### src/dbsg_pkg.sv
// Package for the de Bruijn sequence generator: widths, status codes,
// command/status structs shared by controller and datapath. No dependencies.
package dbsg_pkg;

  localparam int unsigned MaxEdgesDef    = 4096;
  localparam int unsigned MaxAlphabetDef = 10;
  localparam int unsigned MaxDigitsDef   = 12;

  localparam int unsigned CfgW    = 4;
  localparam int unsigned DigitW  = 4;
  localparam int unsigned StatusW = 2;
  localparam int unsigned IdxW    = 1;

  localparam logic [IdxW-1:0] RegDigitsN   = 1'b0;
  localparam logic [IdxW-1:0] RegAlphabetK = 1'b1;

  localparam logic [StatusW-1:0] StDigit = 2'd0;
  localparam logic [StatusW-1:0] StDone  = 2'd1;
  localparam logic [StatusW-1:0] StError = 2'd2;

  typedef struct packed {
    logic start;      // clear edges and begin a new walk
    logic walk_step;  // advance one walk step
  } dbsg_cmd_t;

  typedef struct packed {
    logic busy;       // a multi-cycle operation is in progress
    logic emit;       // a walk digit was produced this cycle
    logic dry;        // stack emptied without a digit
    logic bad;        // size check failed
    logic [DigitW-1:0] digit;
    logic walk_full;  // node_count reached k^n on this emit
  } dbsg_sts_t;

endpackage

### src/dbsg_ctrl.sv
// Controller: request/response handshake, phase tracking and padding.
// Depends on dbsg_pkg.
module dbsg_ctrl (
  input  logic                clk_i,
  input  logic                rst_ni,
  input  logic                cfg_wr_i,
  input  logic [3:0]          digits_n_i,
  input  logic                req_valid_i,
  output logic                req_ready_o,
  input  logic                req_restart_i,
  output logic                rsp_valid_o,
  input  logic                rsp_ready_i,
  output logic [3:0]          rsp_digit_o,
  output logic                rsp_last_o,
  output logic [1:0]          rsp_status_o,
  output dbsg_pkg::dbsg_cmd_t cmd_o,
  input  dbsg_pkg::dbsg_sts_t sts_i
);
  import dbsg_pkg::*;

  localparam logic [2:0] PIdle  = 3'd0;
  localparam logic [2:0] PWalk  = 3'd1;
  localparam logic [2:0] PPad   = 3'd2;
  localparam logic [2:0] PDone  = 3'd3;
  localparam logic [2:0] PStart = 3'd4;  // sizing/clearing
  localparam logic [2:0] PStep  = 3'd5;  // walking for a digit
  localparam logic [2:0] PErr   = 3'd6;

  logic [2:0] ph_q, ph_d;
  logic [3:0] pad_q, pad_d;
  logic       ov_q, ov_d;
  logic [3:0] od_q, od_d;
  logic       ol_q, ol_d;
  logic [1:0] os_q, os_d;
  logic       take;
  logic       fresh;

  assign req_ready_o = !ov_q && (ph_q == PIdle || ph_q == PWalk || ph_q == PPad ||
                                 ph_q == PDone || ph_q == PErr);
  assign take = req_valid_i && req_ready_o;
  assign rsp_valid_o  = ov_q;
  assign rsp_digit_o  = od_q;
  assign rsp_last_o   = ol_q;
  assign rsp_status_o = os_q;
  assign fresh = req_restart_i || ph_q == PIdle || ph_q == PErr;

  always_comb begin
    ph_d = ph_q; pad_d = pad_q; ov_d = ov_q; od_d = od_q; ol_d = ol_q; os_d = os_q;
    cmd_o = '0;
    if (ov_q && rsp_ready_i) ov_d = 1'b0;
    unique case (ph_q)
      PStart: begin
        if (sts_i.bad) begin
          ph_d = PErr; ov_d = 1'b1; od_d = '0; ol_d = 1'b0; os_d = StError;
        end else if (!sts_i.busy) begin
          cmd_o.walk_step = 1'b1; ph_d = PStep;
        end
      end
      PStep: begin
        if (sts_i.emit) begin
          ov_d = 1'b1; od_d = sts_i.digit; os_d = StDigit; ol_d = 1'b0;
          ph_d = PWalk;
          if (sts_i.walk_full) begin
            if (digits_n_i > 4'd1) begin ph_d = PPad; pad_d = digits_n_i - 4'd1; end
            else begin ph_d = PDone; ol_d = 1'b1; end
          end
        end else if (sts_i.dry) begin
          ov_d = 1'b1; od_d = '0; os_d = StDigit;
          if (digits_n_i > 4'd1) begin
            pad_d = digits_n_i - 4'd2; ol_d = (digits_n_i == 4'd2);
            ph_d = (digits_n_i == 4'd2) ? PDone : PPad;
          end else begin
            ph_d = PDone; ol_d = 1'b0; os_d = StDone;
          end
        end
      end
      default: begin
        if (take) begin
          if (fresh) begin
            cmd_o.start = 1'b1; ph_d = PStart;
          end else if (ph_q == PWalk) begin
            cmd_o.walk_step = 1'b1; ph_d = PStep;
          end else if (ph_q == PPad) begin
            pad_d = (pad_q != '0) ? pad_q - 4'd1 : pad_q;
            ov_d = 1'b1; od_d = '0; os_d = StDigit;
            ol_d = (pad_d == '0);
            if (pad_d == '0) ph_d = PDone;
          end else begin
            ov_d = 1'b1; od_d = '0; ol_d = 1'b0; os_d = StDone;
          end
        end
      end
    endcase
    if (cfg_wr_i) ph_d = PIdle;
  end

  always_ff @(posedge clk_i or negedge rst_ni) begin
    if (!rst_ni) begin
      ph_q <= PIdle; pad_q <= '0; ov_q <= 1'b0;
    end else begin
      ph_q <= ph_d; pad_q <= pad_d; ov_q <= ov_d;
    end
  end

  always_ff @(posedge clk_i) begin
    od_q <= od_d; ol_q <= ol_d; os_q <= os_d;
  end

`ifndef SYNTHESIS
  a_err_stat: assert property (@(posedge clk_i) disable iff (!rst_ni)
    (ph_q == PErr && ov_q) |-> os_q == StError) else $error("error phase bad status");
  a_no_take_busy: assert property (@(posedge clk_i) disable iff (!rst_ni)
    (ph_q == PStep || ph_q == PStart) |-> !req_ready_o) else $error("request taken while busy");
  a_last_done: assert property (@(posedge clk_i) disable iff (!rst_ni)
    (ov_q && ol_q) |-> (ph_q == PDone || ph_q == PIdle)) else $error("last digit not final");
`endif

endmodule
### config.mk
export PLATFORM = sky130hd
export DESIGN_NAME = dbsg_ctrl
export DESIGN_NICKNAME = d
export VERILOG_FILES = /design/src/dbsg_pkg.sv /design/src/dbsg_ctrl.sv
export SDC_FILE = /design/constraint.sdc
export NUM_CORES = 1
export LEC_CHECK = 0
export BUFFER_PORTS_ARGS = -buffer_cell sky130_fd_sc_hd__buf_2
export CAP_MARGIN = 20
export CORE_UTILIZATION = 30
export DETAILED_ROUTE_END_ITERATION = 7
export SLEW_MARGIN = 20
export SYNTH_ARGS = -nofsm -noshare
export SYNTH_HDL_FRONTEND = slang
export SYNTH_SLANG_ARGS = --single-unit
export TNS_END_PERCENT = 20
### constraint.sdc
create_clock -name clk_i -period 4.16 [get_ports clk_i]
set_input_delay 0.416 -clock clk_i [delete_from_list [all_inputs] [get_ports clk_i]]
set_output_delay 0.416 -clock clk_i [all_outputs]
set_load 0.05 [all_outputs]
==> results.py, run 1 <==
metrics = {
    "synth": {
        "synthTopCellsByCount": "nor2_1 (14), inv_1 (9), a21oi_1 (8), dfrtp_1 (8)",
        "synth-simple-area-share": 0.2661,
        "ys_seq_elements": 15,
        "synth_edf_count": 7,
        "synth_top_family_by_area": "simple AND/OR/NAND/NOR gates",
        "synth_area_leader_cell": "edfxtp_1",
        "yosys_warnings": 0,
        "yosysSeqAreaShare": 0.3244,
        "synth_compound_area_frac": 0.2265,
        "syn_avg_cell_area_um2": 9.100,
        "synthTopCellsByArea": "edfxtp_1 (17%), dfrtp_1 (16%), ha_1 (5.9%), nor2_1 (4.2%), a21oi_1 (3.2%)",
        "synth.most_common_cell": "nor2_1",
        "synth.net_count": 164,
        "synth_xor_area_frac": 0.02077,
        "synthFlopType": "dfrtp_1",
        "synth_fa_ha_area_frac": 0.06825,
        "async_reset_ff_frac": 0.5333,
        "synthMuxAreaShare": 0.02770,
        "synth_area_um2": 1265,
        "syn_inst": 139,
        "synth_top_area_frac": 0.1662,
        "ys_types": 53,
    },
    "timing": {
        "skew_ps": 1.201,
        "slew-limit-headroom": 0.4853,
        "min_period_ps": 2145,
        "max_slew.worst_pin.slew_ps": 772.0,
        "clock.fmax_mhz": 466.2,
        "final_hold_viol_count": 0,
        "layout_setup_ws_ps": 2015,
        "fin_crit_sh": 0.5156,
        "slew_violations": 0,
        "rsz0062_at_grt": "false",
        "setup_viol": 0,
        "final.setup.tns_ps": 0,
    },
    "run": {
        "cap_violations": 0,
    },
    "pwr": {
        "p_int_uw": 429.1,
        "switching_share": 0.4910,
        "clockPowerShare": 0.141,
        "pwr-share-comb": 0.550,
        "peakVddDrop_mv": 0.1493,
        "seq_power_share": 0.309,
        "p_leak_nw": 0.6779,
        "p_switching_uw": 413.9,
        "powerDensity_nw_per_um2": 572.4,
    },
    "floorplanning": {
        "num_rows": 23,
        "io_pins": 30,
        "die_h_um": 66.94,
        "die_w_um": 66.94,
        "die_area_um2": 4480,
        "initial_core_util": 0.3140,
        "coreArea_um2": 4029,
    },
    "route": {
        "drtIter0Drc": 43,
        "vias_per_cell": 5.287,
        "drc": 0,
        "vias": 1142,
        "first_pass_iters": 4,
        "drt_wl_total_mm": 2.901,
        "ant_nets": 0,
        "wl_per_cell_um": 13.43,
    },
    "setup_path": {
        "arrival_ps": 1730,
        "worstSetupStartpointType": "register",
        "critPathMaxFanout": 11,
        "crit_type": "register to output port",
        "cp-end-kind": "output port",
        "rr_worst_depth": 7,
        "worstPathRequired_ps": 3740,
    },
    "clocking": {
        "cts_max_level": 1,
        "numCtsBuffers": 3,
        "root_buffer": "clkbuf_8",
        "post_cts_resize_count": 0,
        "clkTransAtPathRegs_ps": 60,
        "cts_tree": "done",
        "cts_hold_buf": 0,
        "cts_setup_buffers": 0,
        "insertion_delay_ps": 250,
        "cts_buffer_depth": 2,
        "clock-sinks": 15,
    },
    "min_path": {
        "hold_class": "input port to async pin",
    },
    "cells_and_area": {
        "multi_input_area_um2": 770.7,
        "drive_above_1_share": 0.2831,
        "area_growth_syn_to_layout_pct": 16.42,
        "fillers": 423,
        "final_nets": 192,
        "antennaDiodeCount": 0,
        "utilization": 0.3655,
        "register_area_um2": 410.4,
        "postLayoutCellArea_um2": 1473,
    },
    "placed_design": {
        "gp_congestion": 0.8012,
        "io_buffers": 29,
        "dp_hpwl_mm": 2.279,
        "placed_cell_area_um2": 1426,
        "place_ws_ps": 2050,
    },
    "global_route": {
        "grt_max_degree": 17,
        "grt_overflow": 0,
        "grt_pass1_vias": 1049,
        "grt_pass1_wl_mm": 4.940,
        "antenna_found_initial": 0,
        "track_usage": 0.1465,
    },
    "outcome": {
        "status": "finished clean",
    },
}
state kept, by name, summed over array words and instances, names as in the netlist:
name and count:
rsp_status_o 2, pad_q 4, rsp_valid_o 1, rsp_digit_o 4
ph_q 3, rsp_last_o 1
through the flow:
stage | instances | hold WS [ps] | power, mW
floorplan | 139 | 120.4 | 0.6434
global route | 216 | 12.13 | 0.9045
CTS | 216 | 7.336 | 0.8476
detailed placement | 212 | 278.5 | 0.7244
finish | 216 | 7.654 | 0.8430
global placement | 212 | 277.9 | 0.7269
per-layer routing:
layer	track usage	wire length (µm)	vias to the layer above
met5	0	0	-
met4	0.06383	29	0
met3	0.02226	193	3
met2	0.2298	1338	48
met1	0.1963	1339	526
li1	-	-	565
cell usage in the layout, fill, tap and decap left out, types with 2 or more instances in the layout:
| cell | n |
|---|---|
| inv_1 | 9 |
| a22oi_1 | 3 |
| a21oi_2 | 2 |
| nor3_1 | 3 |
| edfxtp_1 | 7 |
| a211oi_1 | 2 |
| o22a_1 | 2 |
| nand2b_1 | 6 |
| nand2_1 | 7 |
| nor2_1 | 14 |
| nand3_1 | 2 |
| dfrtp_1 | 8 |
| mux2i_1 | 2 |
| ha_1 | 6 |
| o22ai_1 | 3 |
| xnor2_1 | 3 |
| o21ai_0 | 4 |
| a21oi_1 | 8 |
| buf_2 | 29 |
| nor3b_1 | 2 |
| clkbuf_8 | 3 |
| nor2b_1 | 3 |
| nor4_1 | 2 |
| nand3b_1 | 2 |
| and3_1 | 6 |
power groups by stage:
| stage | sequential [mW] | clock, mW | combinational [mW] |
|---|---|---|---|
| after floorplan | 0.290 | 0 | 0.354 |
| after global placement | 0.263 | 0 | 0.464 |
| after detailed placement | 0.262 | 0 | 0.462 |
| after CTS | 0.260 | 0.122 | 0.465 |
| after global routing | 0.268 | 0.130 | 0.506 |
| final | 0.261 | 0.119 | 0.463 |
final timing paths:
path                        startpoint          end  slack [ps]
min in group clk_i            cfg_wr_i      ph_q[1]         390
hold / removal                  rst_ni      ph_q[2]           8
setup reg to reg              pad_q[0]      ph_q[0]        2090
hold reg to reg            rsp_valid_o  rsp_valid_o         530
max in group asynchronous       rst_ni      ph_q[0]        3970
setup / recovery               ph_q[0]     cmd_o[1]        2020
final cells by class:
| cell class | instances | area share |
|---|---|---|
| well taps | 50 | 0.04248 |
| inverters | 10 | 0.02549 |
| clock buffers | 3 | 0.02804 |
| repair buffers | 29 | 0.09856 |
| multi-input cells | 108 | 0.5234 |
| flip-flops and latches | 15 | 0.2787 |
| clock inverters | 1 | 0.003398 |
kinds of logic after synthesis:
logic type,after synthesis
compound gates,39
mux,3
simple gates,56
xor+xnor,3
fa+ha+maj,7
buf+inv,16
flops,15
critical path: stages, from the launching register on:
cell and delay [ps]:
dfrtp_1 520, nand2b_1 250, a21oi_1 210, nand2_1 120, nor2_1 110, buf_2 260
Note: power is estimated with default switching activity, not from simulation.
==> run 2: changes to the inputs <==
Clock period 4.16 ns to 2 ns, I/O delays scaled along.
==> run 2 against run 1 <==
  * Global-route usage fell by 1.3 points
  * Setup slack got worse by 1900 ps
  * Total power rose by 110%
  * Clock skew rose by 1.2 ps
  * Cell count rose by 3.2%
  * Routed wire length fell by 3.9%
==> results.py, run 2 (synthesis gave the netlist of run 1 again) <==
metrics = {
    "route": {
        "drtIter0Drc": 43,
        "drt_wl_total_mm": 2.787,
        "drc": 0,
        "wl_per_cell_um": 12.50,
        "vias": 1117,
        "ant_nets": 0,
        "vias_per_cell": 5.009,
        "first_pass_iters": 4,
    },
    "min_path": {
        "hold_class": "input port to register",
        "hp-start": "cfg_wr_i",
    },
    "cells_and_area": {
        "fillers": 437,
        "finalNonFillerCells": 223,
        "drive_above_1_share": 0.3237,
        "mostFrequentLayoutCell": "buf_2",
        "area_growth_syn_to_layout_pct": 21.46,
        "final_nets": 199,
        "antennaDiodeCount": 0,
        "utilization": 0.3814,
        "layout_common_cells": "buf_2 (29), nor2_1 (13), inv_1 (9), dfrtp_1 (8)",
    },
    "global_route": {
        "grt_overflow": 0,
        "grt_pass1_vias": 975,
        "antenna_found_initial": 0,
        "grt_pass1_wl_mm": 4.512,
        "grt_max_degree": 17,
        "track_usage": 0.1332,
    },
    "timing": {
        "final_hold_viol_count": 0,
        "skew_ps": 2.378,
        "fin_crit_sh": 0.9273,
        "layout_setup_ws_ps": 145.3,
        "clock.fmax_mhz": 539.2,
        "min_period_ps": 1855,
        "slew-limit-headroom": 0.7045,
        "slew_violations": 0,
        "rsz0062_at_grt": "false",
        "max_slew.worst_pin.slew_ps": 443.2,
        "whs_ps": 175.1,
        "setup_viol": 0,
    },
    "pwr": {
        "switching_share": 0.4784,
        "p_int_uw": 941.7,
        "p_leak_nw": 0.7137,
        "clockPowerShare": 0.134,
        "peakVddDrop_mv": 0.2797,
        "powerDensity_nw_per_um2": 1175,
        "pwr-share-comb": 0.584,
        "p_switching_uw": 863.6,
        "fin_total_pwr_mw": 1.805,
        "seq_power_share": 0.282,
    },
    "clocking": {
        "cts_max_level": 1,
        "root_buffer": "clkbuf_8",
        "clkTransAtPathRegs_ps": 60,
        "cts_buffer_depth": 2,
        "cts_tree": "done",
        "clock-sinks": 15,
        "numCtsBuffers": 3,
        "insertion_delay_ps": 240,
    },
    "setup_path": {
        "crit_type": "register to register",
        "worstPathRequired_ps": 2130,
        "r2r_start": "pad_q[1]",
        "cp-end-kind": "register",
        "critPathMaxFanout": 8,
        "r2r_setup_slack_ps": 150,
        "worstSetupStartpointType": "register",
        "arrival_ps": 1990,
        "crit_path_start": "pad_q[1]",
    },
    "placed_design": {
        "dp_hpwl_mm": 2.205,
        "io_buffers": 29,
        "gp_congestion": 0.8868,
        "place_ws_ps": 89.74,
        "dp.cells": 217,
    },
    "floorplanning": {
        "initial_core_util": 0.3140,
        "die_w_um": 66.94,
        "die_h_um": 66.94,
        "num_rows": 23,
        "die_area_um2": 4480,
        "io_pins": 30,
        "coreArea_um2": 4029,
    },
    "run": {
        "cap_violations": 0,
    },
    "outcome": {
        "status": "finished clean",
    },
}
==> run 2: changes by cell type in the layout (fill, tap and decap cells not counted) <==
cell           change
ha_2               +1
ha_1               -1
a21oi_1            -1
nor2_1             -1
buf_4              +6
dlygate4sd3_1      +1
a21oi_2            +1
nor2_2             +1
==> run 2: metrics by stage <==
stage | area, µm² | setup TNS, ps
after floorplan | 1271 | -920.1
after global placement | 1470 | 0
after detailed placement | 1470 | 0
after CTS | 1526 | 0
after global routing | 1536 | 0
final | 1536 | 0
==> run 2: critical path: stages, from the launching register on <==
cell     delay (ps)
dfrtp_1         410
inv_1            90
ha_2            250
nor4b_1         270
a211o_1         170
a21oi_1          70
nor3_2          170
mux2_4          320
==> run 2: metal layers <==
metal  wire length, µm  vias up  track usage
met3               139        0      0.01541
met5                 0        -            0
li1                  -      575            -
met4                 0        0      0.03989
met2              1299       37       0.2172
met1              1348      505       0.1818
==> run 2: worst paths after layout <==
kind / to / cells past startpoint
max reg2reg: ph_q[0] / 7
min in group asynchronous: ph_q[2] / 2
min reg2reg: rsp_valid_o / 1
max: ph_q[0] / 7
min: ph_q[1] / 2
max in group asynchronous: pad_q[0] / 2
==> run 2: timing repair <==
action                                 CTS  global route
endpoints found under the hold margin    8             0
setup buffers                            0             1
setup endpoints to repair                0             1
hold buffers                             1             0
gates resized for setup                  0             1
==> run 2: final cells by class <==
type / instances / area (µm²) / share of cell area
clock buffer: 3 / 41.29 / 0.02687
tap: 50 / 62.56 / 0.04072
clock inverter: 1 / 5.005 / 0.003257
sequential: 15 / 410.4 / 0.2671
timing repair buffer: 36 / 200.2 / 0.1303
inverter: 10 / 37.54 / 0.02443
multi-input combinational: 108 / 779.5 / 0.5073
==> run 2: power by group through the flow <==
stage / combinational, mW / clock (mW) / sequential [mW]
floorplan: 0.746 / 0 / 0.605
global placement: 1.04 / 0 / 0.514
detailed placement: 1.04 / 0 / 0.518
CTS: 1.04 / 0.247 / 0.511
global route: 1.16 / 0.259 / 0.521
finish: 1.05 / 0.242 / 0.509
==> run 3: changes to the inputs <==
Settings changed: BUFFER_PORTS_ARGS -buffer_cell sky130_fd_sc_hd__buf_2 to -buffer_cell sky130_fd_sc_hd__buf_4, CORE_ASPECT_RATIO set to 2.
==> run 3 against run 2 <==
  * Largest cell class unchanged
  * Clock power fell by 2%
  * Critical path type unchanged
  * Sequential share of layout area fell by 1.4 points
  * First-iteration DRC count fell by 23%
  * Clock skew rose by 2.0 ps
  * Combinational power rose by 9%
==> results.py, run 3 (synthesis gave the netlist of run 1 again) <==
metrics = {
    "outcome": {
        "status": "finished clean",
    },
    "setup_path": {
        "arrival_ps": 1970,
        "r2r_setup_slack_ps": 170,
        "rr_worst_depth": 7,
        "critPathMaxFanout": 8,
        "cp-endpoint": "ph_q[0]",
        "crit_type": "register to register",
        "worstPathRequired_ps": 2130,
        "crit_path_start": "pad_q[0]",
        "worstSetupStartpointType": "register",
        "r2r-end": "ph_q[0]",
        "r2r_start": "pad_q[0]",
        "cp-end-kind": "register",
    },
    "clocking": {
        "insertion_delay_ps": 250,
        "clkTransAtPathRegs_ps": 60,
        "cts_buffer_depth": 2,
        "cts_max_level": 1,
        "numCtsBuffers": 3,
        "root_buffer": "clkbuf_8",
        "cts_tree": "done",
        "clock-sinks": 15,
    },
    "route": {
        "vias_per_cell": 5.274,
        "drc": 0,
        "ant_nets": 0,
        "first_pass_iters": 4,
        "drtIter0Drc": 33,
        "vias": 1192,
        "drt_wl_total_mm": 3.067,
        "wl_per_cell_um": 13.57,
    },
    "floorplanning": {
        "coreArea_um2": 4046,
        "die_area_um2": 4496,
        "io_pins": 30,
        "die_h_um": 93.83,
        "initial_core_util": 0.3126,
        "die_w_um": 47.92,
        "num_rows": 33,
    },
    "global_route": {
        "track_usage": 0.1468,
        "grt_pass1_vias": 1148,
        "grt_max_degree": 17,
        "grt_pass1_wl_mm": 4.816,
        "grt_overflow": 0,
        "antenna_found_initial": 0,
    },
    "pwr": {
        "powerDensity_nw_per_um2": 1161,
        "p_leak_nw": 0.7457,
        "peakVddDrop_mv": 0.6488,
    },
    "timing": {
        "max_slew.worst_pin.slew_ps": 452.6,
        "slew_violations": 0,
        "final_hold_viol_count": 0,
        "fin_crit_sh": 0.9161,
        "min_period_ps": 1832,
        "setup_viol": 0,
        "clock.fmax_mhz": 545.8,
        "skew_ps": 4.331,
        "rsz0062_at_grt": "false",
        "slew-limit-headroom": 0.6983,
    },
    "cells_and_area": {
        "layout_common_cells": "buf_4 (36), nor2_1 (13), inv_1 (9), dfrtp_1 (8)",
        "area_growth_syn_to_layout_pct": 28.29,
        "postLayoutCellArea_um2": 1623,
        "antennaDiodeCount": 0,
        "utilization": 0.4011,
        "final_nets": 200,
        "fillers": 439,
        "drive_above_1_share": 0.3276,
        "mostFrequentLayoutCell": "buf_4",
    },
    "placed_design": {
        "gp_congestion": 0.8349,
        "dp_hpwl_mm": 2.495,
        "io_buffers": 29,
        "placed_cell_area_um2": 1560,
    },
    "min_path": {
        "hold_class": "input port to register",
    },
    "run": {
        "cap_violations": 0,
    },
}
## run 3: cell count changes in the layout (fill, tap and decap cells not counted), sizes merged
| cell | delta |
|---|---|
| buf | +1 |
## run 3: how the worst min path moves through the flow
stage	from	endpoint	slack (ps)	depth (start not counted)
finish	cfg_wr_i	ph_q[1]	150	2
global route	cfg_wr_i	ph_q[1]	140	2
CTS	cfg_wr_i	ph_q[1]	140	2
detailed placement	rst_ni	rsp_valid_o	30	1
global placement	rst_ni	ph_q[1]	30	1
floorplan	rst_ni	pad_q[0]	-100	0
## run 3: repair_timing
| action | 4_1_cts | 5_1_grt |
|---|---|---|
| hold buffers | 1 | 0 |
| gates resized for setup | 0 | 1 |
| setup endpoints to repair | 0 | 1 |
| buffers inserted | 0 | 0 |
| endpoints found under the hold margin | 8 | 0 |
## run 3: metrics by stage
step	cells	hold WS, ps	worst slack (ps)	TNS, ps	total power [mW]
detailed placement	221	29.34	164.3	0	1.644
floorplan	139	-95.59	-131.4	-920.1	1.350
global placement	221	29.12	210.5	0	1.624
global route	226	142.6	50.82	0	1.998
CTS	226	144.0	149.8	0	1.889
finish	226	148.2	167.8	0	1.884
## run 3: final cells by class
class | instances | area, µm² | area share
clock inverter | 1 | 5.005 | 0.003084
timing repair buffer | 37 | 280.3 | 0.1727
inverter | 10 | 37.54 | 0.02313
clock buffer | 3 | 41.29 | 0.02544
sequential | 15 | 410.4 | 0.2529
tap | 52 | 65.06 | 0.04009
multi-input combinational | 108 | 783.3 | 0.4827
## run 3: worst max-delay path, stage by stage, from the launching register on
cell and delay (ps):
dfrtp_1 350, inv_1 60, ha_1 280, o21bai_1 200
a21oi_1 220, nor3_1 90, nor3_2 210, mux2_4 310
## run 3: layer usage
layer / wire length [µm] / global-route usage
met5: 0 / 0
met4: 63 / 0.07870
met3: 144 / 0.007692
met2: 1688 / 0.2601
met1: 1170 / 0.1595
## run 3: power breakdown
| group | leakage, nW | internal (mW) | switching [mW] |
|---|---|---|---|
| Clock | 0.0255 | 0.138 | 0.0996 |
| Sequential | 0.170 | 0.419 | 0.0907 |
| Combinational | 0.551 | 0.443 | 0.694 |
